===== src/hdl/hrhs_pkg.sv =====
`default_nettype none

package hrhs_pkg;

  localparam int unsigned HIT_W       = 24;
  localparam int unsigned SYM_FIELD_W = 16;
  localparam int unsigned MOD_W       = 8;
  localparam int unsigned IDX_FIELD_W = 20;
  localparam int unsigned GAP_W       = 20;
  localparam int unsigned TOTAL_W     = 44;
  localparam int unsigned MOMENT_W    = 64;
  localparam int unsigned DIV_CNT_W   = $clog2(MOMENT_W);

  localparam int unsigned IN_DATA_W   = 48;
  localparam int unsigned OUT_DATA_W  = 112;

  localparam int unsigned IN_HIT_LSB  = 0;
  localparam int unsigned IN_SYM_LSB  = 24;
  localparam int unsigned IN_MOD_LSB  = 40;

  localparam int unsigned CFG_IDX_W   = 2;
  localparam int unsigned CFG_DATA_W  = TOTAL_W;

  localparam logic [CFG_IDX_W-1:0] REG_SAMPLE_THR  = 2'd0;
  localparam logic [CFG_IDX_W-1:0] REG_HOTSPOT_THR = 2'd1;
  localparam logic [CFG_IDX_W-1:0] REG_CONTEXT_GAP = 2'd2;

  localparam logic [HIT_W-1:0]   SAMPLE_THR_RST  = 24'd1;
  localparam logic [TOTAL_W-1:0] HOTSPOT_THR_RST = 44'd2;
  localparam logic [GAP_W-1:0]   CONTEXT_GAP_RST = 20'd5;

  typedef enum logic [1:0] {
    ST_IDLE,
    ST_ACCUM,
    ST_DIV,
    ST_LOAD
  } state_e;

  typedef struct packed {
    logic take;
    logic accum;
    logic div_start;
    logic load;
  } cmd_t;

  typedef struct packed {
    logic report;
    logic div_done;
    logic out_free;
  } status_t;

endpackage

`default_nettype wire


===== src/hdl/hrhs_div.sv =====
`default_nettype none

module hrhs_div (
  input  wire logic                               clk_i,
  input  wire logic                               rst_ni,
  input  wire logic                               start_i,
  input  wire logic [hrhs_pkg::MOMENT_W-1:0]      dividend_i,
  input  wire logic [hrhs_pkg::TOTAL_W-1:0]       divisor_i,
  output logic                                    done_o,
  output logic [hrhs_pkg::MOMENT_W-1:0]           quot_o
);

  logic [hrhs_pkg::MOMENT_W-1:0]  quot_q, quot_d;
  logic [hrhs_pkg::TOTAL_W-1:0]   rem_q, rem_d;
  logic [hrhs_pkg::TOTAL_W-1:0]   dsr_q, dsr_d;
  logic [hrhs_pkg::DIV_CNT_W-1:0] cnt_q, cnt_d;
  logic                           busy_q, busy_d;
  logic                           done_q, done_d;
  logic [hrhs_pkg::TOTAL_W:0]     trial;
  logic [hrhs_pkg::TOTAL_W:0]     diff;
  logic                           ge;

  always_comb begin
    trial  = {rem_q, quot_q[hrhs_pkg::MOMENT_W-1]};
    diff   = trial - {1'b0, dsr_q};
    ge     = (trial >= {1'b0, dsr_q});
    quot_d = quot_q;
    rem_d  = rem_q;
    dsr_d  = dsr_q;
    cnt_d  = cnt_q;
    busy_d = busy_q;
    done_d = 1'b0;
    if (start_i) begin
      quot_d = dividend_i;
      rem_d  = '0;
      dsr_d  = divisor_i;
      cnt_d  = '0;
      busy_d = 1'b1;
    end else if (busy_q) begin
      quot_d = {quot_q[hrhs_pkg::MOMENT_W-2:0], ge};
      rem_d  = ge ? diff[hrhs_pkg::TOTAL_W-1:0] : trial[hrhs_pkg::TOTAL_W-1:0];
      cnt_d  = cnt_q + 1'b1;
      if (cnt_q == '1) begin
        busy_d = 1'b0;
        done_d = 1'b1;
      end
    end
  end

  always_ff @(posedge clk_i or negedge rst_ni) begin
    if (!rst_ni) begin
      busy_q <= 1'b0;
      done_q <= 1'b0;
      cnt_q  <= '0;
    end else begin
      busy_q <= busy_d;
      done_q <= done_d;
      cnt_q  <= cnt_d;
    end
  end

  always_ff @(posedge clk_i) begin
    quot_q <= quot_d;
    rem_q  <= rem_d;
    dsr_q  <= dsr_d;
  end

  assign done_o = done_q;
  assign quot_o = quot_q;

endmodule

`default_nettype wire


===== src/hdl/hrhs_datapath.sv =====
`default_nettype none

module hrhs_datapath #(
  parameter int unsigned MAX_ITEMS = 1048576,
  parameter int unsigned HIT_BITS  = 24,
  parameter int unsigned SYM_W     = 16
) (
  input  wire logic                                 clk_i,
  input  wire logic                                 rst_ni,
  input  wire hrhs_pkg::cmd_t                       cmd_i,
  output hrhs_pkg::status_t                         status_o,
  input  wire logic [hrhs_pkg::IN_DATA_W-1:0]       in_data_i,
  input  wire logic                                 in_last_i,
  input  wire logic                                 cfg_we_i,
  input  wire logic [hrhs_pkg::CFG_IDX_W-1:0]       cfg_idx_i,
  input  wire logic [hrhs_pkg::CFG_DATA_W-1:0]      cfg_data_i,
  output logic                                      out_valid_o,
  input  wire logic                                 out_ready_i,
  output logic [hrhs_pkg::OUT_DATA_W-1:0]           out_data_o
);

  localparam int unsigned IDX_W  = $clog2(MAX_ITEMS);
  localparam int unsigned PROD_W = HIT_BITS + IDX_W;
  localparam int unsigned CMP_W  = hrhs_pkg::GAP_W + 1;
  localparam logic [IDX_W-1:0] POS_MAX = IDX_W'(MAX_ITEMS - 1);

  logic [hrhs_pkg::HIT_W-1:0]   sthr_q;
  logic [hrhs_pkg::TOTAL_W-1:0] hthr_q;
  logic [hrhs_pkg::GAP_W-1:0]   gap_q;

  logic                          open_q, open_d;
  logic [SYM_W-1:0]              rsym_q, rsym_d;
  logic [IDX_W-1:0]              start_q, start_d;
  logic [IDX_W-1:0]              end_q, end_d;
  logic [hrhs_pkg::TOTAL_W-1:0]  total_q, total_d;
  logic [hrhs_pkg::MOMENT_W-1:0] moment_q, moment_d;
  logic [IDX_W-1:0]              pos_q, pos_d;
  logic [PROD_W-1:0]             prod_q, prod_d;
  logic [IDX_W-1:0]              iidx_q;
  logic [SYM_W-1:0]              isym_q;
  logic [hrhs_pkg::MOD_W-1:0]    imod_q;
  logic                          ilast_q;
  logic                          ovalid_q, ovalid_d;
  logic [hrhs_pkg::OUT_DATA_W-1:0] odata_q, odata_d;

  logic [HIT_BITS-1:0]           hits;
  logic [SYM_W-1:0]              sym;
  logic                          hot;
  logic [IDX_W-1:0]              start_new;
  logic [hrhs_pkg::TOTAL_W-1:0]  total_base;
  logic [hrhs_pkg::TOTAL_W:0]    total_sum;
  logic [hrhs_pkg::MOMENT_W:0]   moment_sum;
  logic [hrhs_pkg::MOMENT_W-1:0] moment_sat;
  logic [CMP_W-1:0]              gap_lim;
  logic                          close;
  logic                          div_done;
  logic [hrhs_pkg::MOMENT_W-1:0] quot;
  logic [IDX_W-1:0]              span;
  logic [IDX_W-1:0]              centre;

  always_ff @(posedge clk_i or negedge rst_ni) begin
    if (!rst_ni) begin
      sthr_q <= hrhs_pkg::SAMPLE_THR_RST;
      hthr_q <= hrhs_pkg::HOTSPOT_THR_RST;
      gap_q  <= hrhs_pkg::CONTEXT_GAP_RST;
    end else if (cfg_we_i) begin
      case (cfg_idx_i)
        hrhs_pkg::REG_SAMPLE_THR:  sthr_q <= cfg_data_i[hrhs_pkg::HIT_W-1:0];
        hrhs_pkg::REG_HOTSPOT_THR: hthr_q <= cfg_data_i;
        hrhs_pkg::REG_CONTEXT_GAP: gap_q  <= cfg_data_i[hrhs_pkg::GAP_W-1:0];
        default: ;
      endcase
    end
  end

  always_comb begin
    hits       = in_data_i[hrhs_pkg::IN_HIT_LSB +: HIT_BITS];
    sym        = in_data_i[hrhs_pkg::IN_SYM_LSB +: SYM_W];
    hot        = (hrhs_pkg::HIT_W'(hits) >= sthr_q);
    start_new  = open_q ? start_q : pos_q;
    total_base = open_q ? total_q : '0;
    total_sum  = {1'b0, total_base} + (hrhs_pkg::TOTAL_W + 1)'(hits);
    moment_sum = {1'b0, moment_q} + (hrhs_pkg::MOMENT_W + 1)'(prod_q);
    moment_sat = moment_sum[hrhs_pkg::MOMENT_W] ? '1 : moment_sum[hrhs_pkg::MOMENT_W-1:0];
    gap_lim    = {1'b0, gap_q} + CMP_W'(end_q);
    close      = open_q && ((CMP_W'(iidx_q) > gap_lim) || (isym_q != rsym_q) || ilast_q);
    span       = end_q - start_q;
    if (total_q == '0) begin
      centre = start_q;
    end else if (quot > hrhs_pkg::MOMENT_W'(span)) begin
      centre = end_q;
    end else begin
      centre = start_q + quot[IDX_W-1:0];
    end

    open_d   = open_q;
    rsym_d   = rsym_q;
    start_d  = start_q;
    end_d    = end_q;
    total_d  = total_q;
    moment_d = moment_q;
    pos_d    = pos_q;
    prod_d   = prod_q;
    ovalid_d = ovalid_q && !out_ready_i;
    odata_d  = odata_q;

    if (cmd_i.take) begin
      prod_d = '0;
      if (hot) begin
        if (!open_q) begin
          rsym_d   = sym;
          moment_d = '0;
        end
        open_d  = 1'b1;
        start_d = start_new;
        end_d   = pos_q;
        total_d = total_sum[hrhs_pkg::TOTAL_W] ? '1 : total_sum[hrhs_pkg::TOTAL_W-1:0];
        prod_d  = hits * (pos_q - start_new);
      end
      if (in_last_i) begin
        pos_d = '0;
      end else if (pos_q < POS_MAX) begin
        pos_d = pos_q + 1'b1;
      end
    end

    if (cmd_i.accum) begin
      moment_d = moment_sat;
      if (close) begin
        open_d = 1'b0;
      end
    end

    if (cmd_i.load) begin
      ovalid_d = 1'b1;
      odata_d  = {total_q,
                  hrhs_pkg::IDX_FIELD_W'(centre),
                  hrhs_pkg::IDX_FIELD_W'(end_q),
                  hrhs_pkg::IDX_FIELD_W'(start_q),
                  imod_q};
    end
  end

  always_ff @(posedge clk_i or negedge rst_ni) begin
    if (!rst_ni) begin
      open_q   <= 1'b0;
      rsym_q   <= '0;
      start_q  <= '0;
      end_q    <= '0;
      total_q  <= '0;
      moment_q <= '0;
      pos_q    <= '0;
      ovalid_q <= 1'b0;
    end else begin
      open_q   <= open_d;
      rsym_q   <= rsym_d;
      start_q  <= start_d;
      end_q    <= end_d;
      total_q  <= total_d;
      moment_q <= moment_d;
      pos_q    <= pos_d;
      ovalid_q <= ovalid_d;
    end
  end

  always_ff @(posedge clk_i) begin
    prod_q  <= prod_d;
    odata_q <= odata_d;
    if (cmd_i.take) begin
      iidx_q  <= pos_q;
      isym_q  <= sym;
      imod_q  <= in_data_i[hrhs_pkg::IN_MOD_LSB +: hrhs_pkg::MOD_W];
      ilast_q <= in_last_i;
    end
  end

  hrhs_div u_div (
    .clk_i      (clk_i),
    .rst_ni     (rst_ni),
    .start_i    (cmd_i.div_start),
    .dividend_i (moment_sat),
    .divisor_i  (total_q),
    .done_o     (div_done),
    .quot_o     (quot)
  );

  assign status_o.report   = close && (total_q >= hthr_q);
  assign status_o.div_done = div_done;
  assign status_o.out_free = !ovalid_q || out_ready_i;
  assign out_valid_o       = ovalid_q;
  assign out_data_o        = odata_q;

endmodule

`default_nettype wire


===== src/hdl/hrhs_ctrl.sv =====
`default_nettype none

module hrhs_ctrl (
  input  wire logic              clk_i,
  input  wire logic              rst_ni,
  input  wire logic              in_valid_i,
  output logic                   in_ready_o,
  input  wire hrhs_pkg::status_t status_i,
  output hrhs_pkg::cmd_t         cmd_o
);

  hrhs_pkg::state_e state_q, state_d;

  always_ff @(posedge clk_i or negedge rst_ni) begin
    if (!rst_ni) begin
      state_q <= hrhs_pkg::ST_IDLE;
    end else begin
      state_q <= state_d;
    end
  end

  always_comb begin
    state_d    = state_q;
    in_ready_o = 1'b0;
    cmd_o      = '0;
    case (state_q)
      hrhs_pkg::ST_IDLE: begin
        in_ready_o = 1'b1;
        if (in_valid_i) begin
          cmd_o.take = 1'b1;
          state_d    = hrhs_pkg::ST_ACCUM;
        end
      end
      hrhs_pkg::ST_ACCUM: begin
        cmd_o.accum = 1'b1;
        if (status_i.report) begin
          cmd_o.div_start = 1'b1;
          state_d         = hrhs_pkg::ST_DIV;
        end else begin
          state_d = hrhs_pkg::ST_IDLE;
        end
      end
      hrhs_pkg::ST_DIV: begin
        if (status_i.div_done) begin
          state_d = hrhs_pkg::ST_LOAD;
        end
      end
      hrhs_pkg::ST_LOAD: begin
        if (status_i.out_free) begin
          cmd_o.load = 1'b1;
          state_d    = hrhs_pkg::ST_IDLE;
        end
      end
      default: begin
        state_d = hrhs_pkg::ST_IDLE;
      end
    endcase
  end

endmodule

`default_nettype wire


===== src/hdl/hit_run_hotspot_segmenter_top.sv =====
// Channel  Direction  Handshake                     Payload
// s_axis   in         s_axis_tvalid/s_axis_tready   tdata hit_count, symbol_id, module_id; tlast
// m_axis   out        m_axis_tvalid/m_axis_tready   tdata hot_module .. total_hits
// cfg      in         cfg_we_i                      cfg_idx_i, cfg_data_i
//
// An item is accepted with its run update in ST_IDLE, then gets its moment add
// and close check in ST_ACCUM. An item that closes a reported run then passes the
// radix-2 divider in ST_DIV (64 steps of moment over total, then done is seen) and
// ST_LOAD, which loads the output register once the output side is free.
// The output register frees the input side; a stalled output holds only a later report.
// Reset is asynchronous and active low; no clearing pass follows it.
`default_nettype none

module hit_run_hotspot_segmenter_top #(
  parameter int unsigned MAX_ITEMS   = 1048576,
  parameter int unsigned HIT_BITS    = 24,
  parameter int unsigned SYMBOL_BITS = 16
) (
  input  wire logic                                clk_i,
  input  wire logic                                rst_ni,
  input  wire logic                                s_axis_tvalid,
  output logic                                     s_axis_tready,
  // hit_count[23:0], symbol_id[39:24], module_id[47:40]
  input  wire logic [hrhs_pkg::IN_DATA_W-1:0]      s_axis_tdata,
  input  wire logic                                s_axis_tlast,
  output logic                                     m_axis_tvalid,
  input  wire logic                                m_axis_tready,
  // hot_module[7:0], first_index[27:8], final_index[47:28],
  // centre_index[67:48], total_hits[111:68]
  output logic [hrhs_pkg::OUT_DATA_W-1:0]          m_axis_tdata,
  input  wire logic                                cfg_we_i,
  input  wire logic [hrhs_pkg::CFG_IDX_W-1:0]      cfg_idx_i,
  input  wire logic [hrhs_pkg::CFG_DATA_W-1:0]     cfg_data_i
);

  localparam int unsigned SYM_W = (SYMBOL_BITS < hrhs_pkg::SYM_FIELD_W) ?
                                  SYMBOL_BITS : hrhs_pkg::SYM_FIELD_W;

  hrhs_pkg::cmd_t    cmd;
  hrhs_pkg::status_t status;

  hrhs_ctrl u_ctrl (
    .clk_i      (clk_i),
    .rst_ni     (rst_ni),
    .in_valid_i (s_axis_tvalid),
    .in_ready_o (s_axis_tready),
    .status_i   (status),
    .cmd_o      (cmd)
  );

  hrhs_datapath #(
    .MAX_ITEMS (MAX_ITEMS),
    .HIT_BITS  (HIT_BITS),
    .SYM_W     (SYM_W)
  ) u_datapath (
    .clk_i       (clk_i),
    .rst_ni      (rst_ni),
    .cmd_i       (cmd),
    .status_o    (status),
    .in_data_i   (s_axis_tdata),
    .in_last_i   (s_axis_tlast),
    .cfg_we_i    (cfg_we_i),
    .cfg_idx_i   (cfg_idx_i),
    .cfg_data_i  (cfg_data_i),
    .out_valid_o (m_axis_tvalid),
    .out_ready_i (m_axis_tready),
    .out_data_o  (m_axis_tdata)
  );

endmodule

`default_nettype wire


===== config.mk =====
export PLATFORM = sky130hd
export DESIGN_NAME = hit_run_hotspot_segmenter_top
export DESIGN_NICKNAME = d
export VERILOG_FILES = /design/src/hdl/hrhs_pkg.sv /design/src/hdl/hrhs_div.sv /design/src/hdl/hrhs_datapath.sv /design/src/hdl/hrhs_ctrl.sv /design/src/hdl/hit_run_hotspot_segmenter_top.sv
export SDC_FILE = /design/constraint.sdc
export NUM_CORES = 2
export LEC_CHECK = 0
export ABC_AREA = 0
export BUFFER_PORTS_ARGS = -buffer_cell sky130_fd_sc_hd__buf_2
export CAP_MARGIN = 30
export CELL_PAD_IN_SITES_DETAIL_PLACEMENT = 1
export CELL_PAD_IN_SITES_GLOBAL_PLACEMENT = 2
export CORE_UTILIZATION = 45
export DETAILED_ROUTE_END_ITERATION = 10
export GPL_TIMING_DRIVEN = 0
export PLACE_DENSITY_LB_ADDON = 0.1
export SYNTH_ARGS = -nofsm -noshare
export SYNTH_HDL_FRONTEND = slang
export SYNTH_SLANG_ARGS = --single-unit

===== constraint.sdc =====
create_clock -name clk_i -period 15.4 [get_ports clk_i]
set_input_delay 2.31 -clock clk_i [delete_from_list [all_inputs] [get_ports clk_i]]
set_output_delay 2.31 -clock clk_i [all_outputs]
set_load 0.03 [all_outputs]

==> results.sh <==
export IMPL_die_area_um2=124300
export IMPL_wl_per_cell_um=24.45
export IMPL_setup_worst_path_start_class="flop"
export IMPL_drt_drc_violations_left=0
export IMPL_hold_end="u_datapath.out_data_o[4]$_DFFE_PP_"
export IMPL_detailedRoute_firstIterationViolations=3125
export IMPL_first_global_vias=45100
export IMPL_cts_root_buffer_cell="sky130_fd_sc_hd__clkbuf_16"
export IMPL_final_common_cell="sky130_fd_sc_hd__inv_1"
export IMPL_initial_utilization=0.4538
export IMPL_arrival_ps=13780
export IMPL_clock_tree_from_tritoncts="built"
export IMPL_ys_ff_latch=637
export IMPL_synth_cell_type_count=95
export IMPL_maxCapViolations=0
export IMPL_area_growth_syn_to_layout_pct=11.30
export IMPL_drt_pass1_iterations=5
export IMPL_post_cts_hold_buffer_count=0
export IMPL_finalSetupTns_ps=0
export IMPL_final_nets=7031
export IMPL_largest_net_degree_at_the_start_of_global_routing=115
export IMPL_grt_pass1_wl_um=284400
export IMPL_timing_final_crit_period_ps=13360
export IMPL_regToRegStartpoint="u_datapath.open_q$_DFF_PN0_"
export IMPL_commonest_non_fill_non_tap_cells_in_the_layout="sky130_fd_sc_hd__inv_1, sky130_fd_sc_hd__fa_1, sky130_fd_sc_hd__nand2_1"
export IMPL_async_reset_ff_frac=0.4458
export IMPL_yosys_most_used_dff="sky130_fd_sc_hd__edfxtp_1"
export IMPL_timing_critical_path_fanout_max=10
export IMPL_clock_latency_ps=700
export IMPL_final_layout_size_suffix_gt1_frac=0.09238
export IMPL_die_x_um=352.6
export IMPL_worst_endpoint_required_ps=15820
export IMPL_synth_cells=5665
export IMPL_postSynthNetCount=6708
export IMPL_slew_headroom=0.2314
export IMPL_report_final_hold_viol_count=0
export IMPL_cts_repair_timing_setup_buffer_count=0
export IMPL_drt_wl_total_um=187700
export IMPL_grt_util_all_layers=0.3033
export IMPL_gr_total_overflow=0
export IMPL_hold_path_cell_cnt=0
export IMPL_finalClockSkew_ps=51.14
export IMPL_grt_antenna_before_repair=14
export IMPL_hold_start="u_datapath.imod_q[4]$_DFFE_PP_"
export IMPL_cp_common_cell="sky130_fd_sc_hd__fa_1"
export IMPL_cts_clk_slew_worst_paths_ps=60
export IMPL_final_max_slew_violation_count=0
export IMPL_placement_io_buffers=213
export IMPL_worst_setup_path_type="reg2reg"
export IMPL_synth_sequential_area_ratio=0.3123
export IMPL_num_io_pins=214
export IMPL_tritoncts_num_buffers=76
export IMPL_status="finished clean"
export IMPL_gp_congestion=0.9259
export IMPL_avgViaCountPerCell=5.622
export IMPL_synth_area_per_cell_um2=9.762
export IMPL_min_path_type="reg2reg"
export IMPL_synth_warn=0
export IMPL_slowest_stage="sky130_fd_sc_hd__xnor2_1"
export IMPL_place_hpwl_um=150400
export IMPL_synthesis_area_um2=55300
export IMPL_worst_r2r_cell_count=40
export IMPL_cts_resized_gates=0
export IMPL_worst_margin_pin_slew_ps=1153
export IMPL_unrepaired_setup_endpoints_after_global_routing="no"
export IMPL_max_h_tree_level=3
export IMPL_cp_end_kind="flop"
export IMPL_rows=128
export IMPL_number_of_enable_type_register_cells_in_the_synthesized_netlist=309
export IMPL_core_area_um2=121900
export IMPL_final_setup_viol_count=0
export IMPL_fmax_mhz=74.84
export IMPL_vias=43170
export IMPL_die_y_um=352.6
export IMPL_critPathMaxStageDelay_ps=810
export IMPL_clkSinkCount=637
export IMPL_reg_to_reg_slack_setup_ps=2040
export IMPL_antenna_left=0
export IMPL_min_period_over_period=0.8677
export IMPL_cts_root_to_sink_buffers=3
export IMPL_crit_reg2reg_capture="u_datapath.prod_q[43]$_SDFFCE_PN0P_"
## sequential cells by signal, indices dropped and copies added, names as in the netlist, named ones only
name,cells
u_datapath.out_valid_o,1
u_datapath.open_q,1
u_datapath.u_div.dsr_q,44
u_ctrl.state_q,1
u_datapath.u_div.busy_q,1
u_datapath.ilast_q,1
u_datapath.sthr_q,24
u_datapath.iidx_q,20
u_datapath.total_q,44
u_datapath.hthr_q,44
u_datapath.out_data_o,112
u_datapath.u_div.rem_q,44
u_datapath.imod_q,8
u_datapath.gap_q,20
u_datapath.rsym_q,16
u_datapath.isym_q,16
u_datapath.moment_q,64
u_datapath.u_div.quot_o,64
u_datapath.prod_q,44
u_datapath.end_q,20
u_datapath.pos_q,20
u_datapath.start_q,20
u_datapath.u_div.done_o,1
u_datapath.u_div.cnt_q,6
## synth_stat cells, types with 55 or more instances
cell | n | share of area
sky130_fd_sc_hd__nor2b_1 | 74 | 0.0084
sky130_fd_sc_hd__mux2_2 | 88 | 0.018
sky130_fd_sc_hd__and3_1 | 56 | 0.0063
sky130_fd_sc_hd__nand3_1 | 94 | 0.0085
sky130_fd_sc_hd__a211oi_1 | 55 | 0.0075
sky130_fd_sc_hd__nand2_1 | 484 | 0.033
sky130_fd_sc_hd__fa_1 | 540 | 0.20
sky130_fd_sc_hd__nor2_1 | 402 | 0.027
sky130_fd_sc_hd__xnor2_1 | 129 | 0.020
sky130_fd_sc_hd__ha_1 | 403 | 0.091
sky130_fd_sc_hd__edfxtp_1 | 309 | 0.17
sky130_fd_sc_hd__dfrtp_1 | 280 | 0.13
sky130_fd_sc_hd__nand2b_1 | 57 | 0.0064
sky130_fd_sc_hd__a21oi_1 | 353 | 0.032
sky130_fd_sc_hd__xor2_1 | 125 | 0.020
sky130_fd_sc_hd__nor3_1 | 68 | 0.0062
sky130_fd_sc_hd__clkbuf_1 | 169 | 0.011
sky130_fd_sc_hd__inv_1 | 758 | 0.051
sky130_fd_sc_hd__o21ai_0 | 230 | 0.021
sky130_fd_sc_hd__and2_1 | 288 | 0.033
sky130_fd_sc_hd__a21o_1 | 103 | 0.014
## layout make-up
| class | count | area, um^2 |
|---|---|---|
| Tap cell | 1625 | 2033 |
| Antenna cell | 2 | 5.005 |
| Timing Repair Buffer | 245 | 1498 |
| Inverter | 759 | 2849 |
| Clock inverter | 46 | 639.4 |
| Clock buffer | 95 | 2056 |
| Multi-Input combinational cell | 4046 | 34270 |
| Sequential cell | 637 | 17270 |
| Buffer | 223 | 929.6 |
| Fill cell | 13780 | 60320 |
## cell families after synthesis
group | share of synthesized area
buf+inv | 0.06833
compound gates | 0.1169
xor+xnor | 0.04023
fa+ha+maj | 0.2867
flops | 0.3123
simple gates | 0.1478
mux | 0.02769
## metal layers
metal  wire, um  GRT usage
met5         18          0
met4       4850    0.07574
met3      11080    0.04274
met2      84290     0.4774
met1      87470     0.4398
## how the worst max path moves through the flow
stage                                 from                                  end  cells past startpoint
2_1_floorplan                s_axis_tvalid     u_datapath.pos_q[19]$_DFFE_PN0P_                      8
3_3_place_gp                 s_axis_tvalid    u_datapath.rsym_q[14]$_DFFE_PN0P_                      6
3_5_place_dp   u_datapath.open_q$_DFF_PN0_  u_datapath.prod_q[43]$_SDFFCE_PN0P_                     39
4_1_cts        u_datapath.open_q$_DFF_PN0_  u_datapath.prod_q[43]$_SDFFCE_PN0P_                     39
5_1_grt        u_datapath.open_q$_DFF_PN0_  u_datapath.prod_q[43]$_SDFFCE_PN0P_                     40
6_report       u_datapath.open_q$_DFF_PN0_  u_datapath.prod_q[43]$_SDFFCE_PN0P_                     40
## metrics by stage
stage / util / cells / instance area (um^2) / hold slack (ps) / setup WS (ps)
after detailed placement: 0.4826 / 7533 / 58820 / 408.3 / 2177
after CTS: 0.5048 / 7674 / 61520 / 421.6 / 2165
after global routing: 0.5050 / 7676 / 61550 / 436.3 / 1499
final: 0.5050 / 7678 / 61550 / 418.8 / 2037
after floorplan: - / 5665 / 55300 / 400.3 / 3381
after global placement: 0.4792 / 7503 / 58400 / 404.1 / -3870
## critical path: cells and delay by family, from the launching register on
family	cells	cell delay, ps
and+or+nand+nor	4	580
adders and majority gates	9	4520
muxes	1	380
DFF	1	380
xor gates and xnor gates	2	960
AOI/OAI and AO/OA	17	4110
buffers and inverters	7	2190
Power is left out: the tool's default activity adds up to more than one toggle a clock period on the data nets, which glitch-free logic cannot reach.
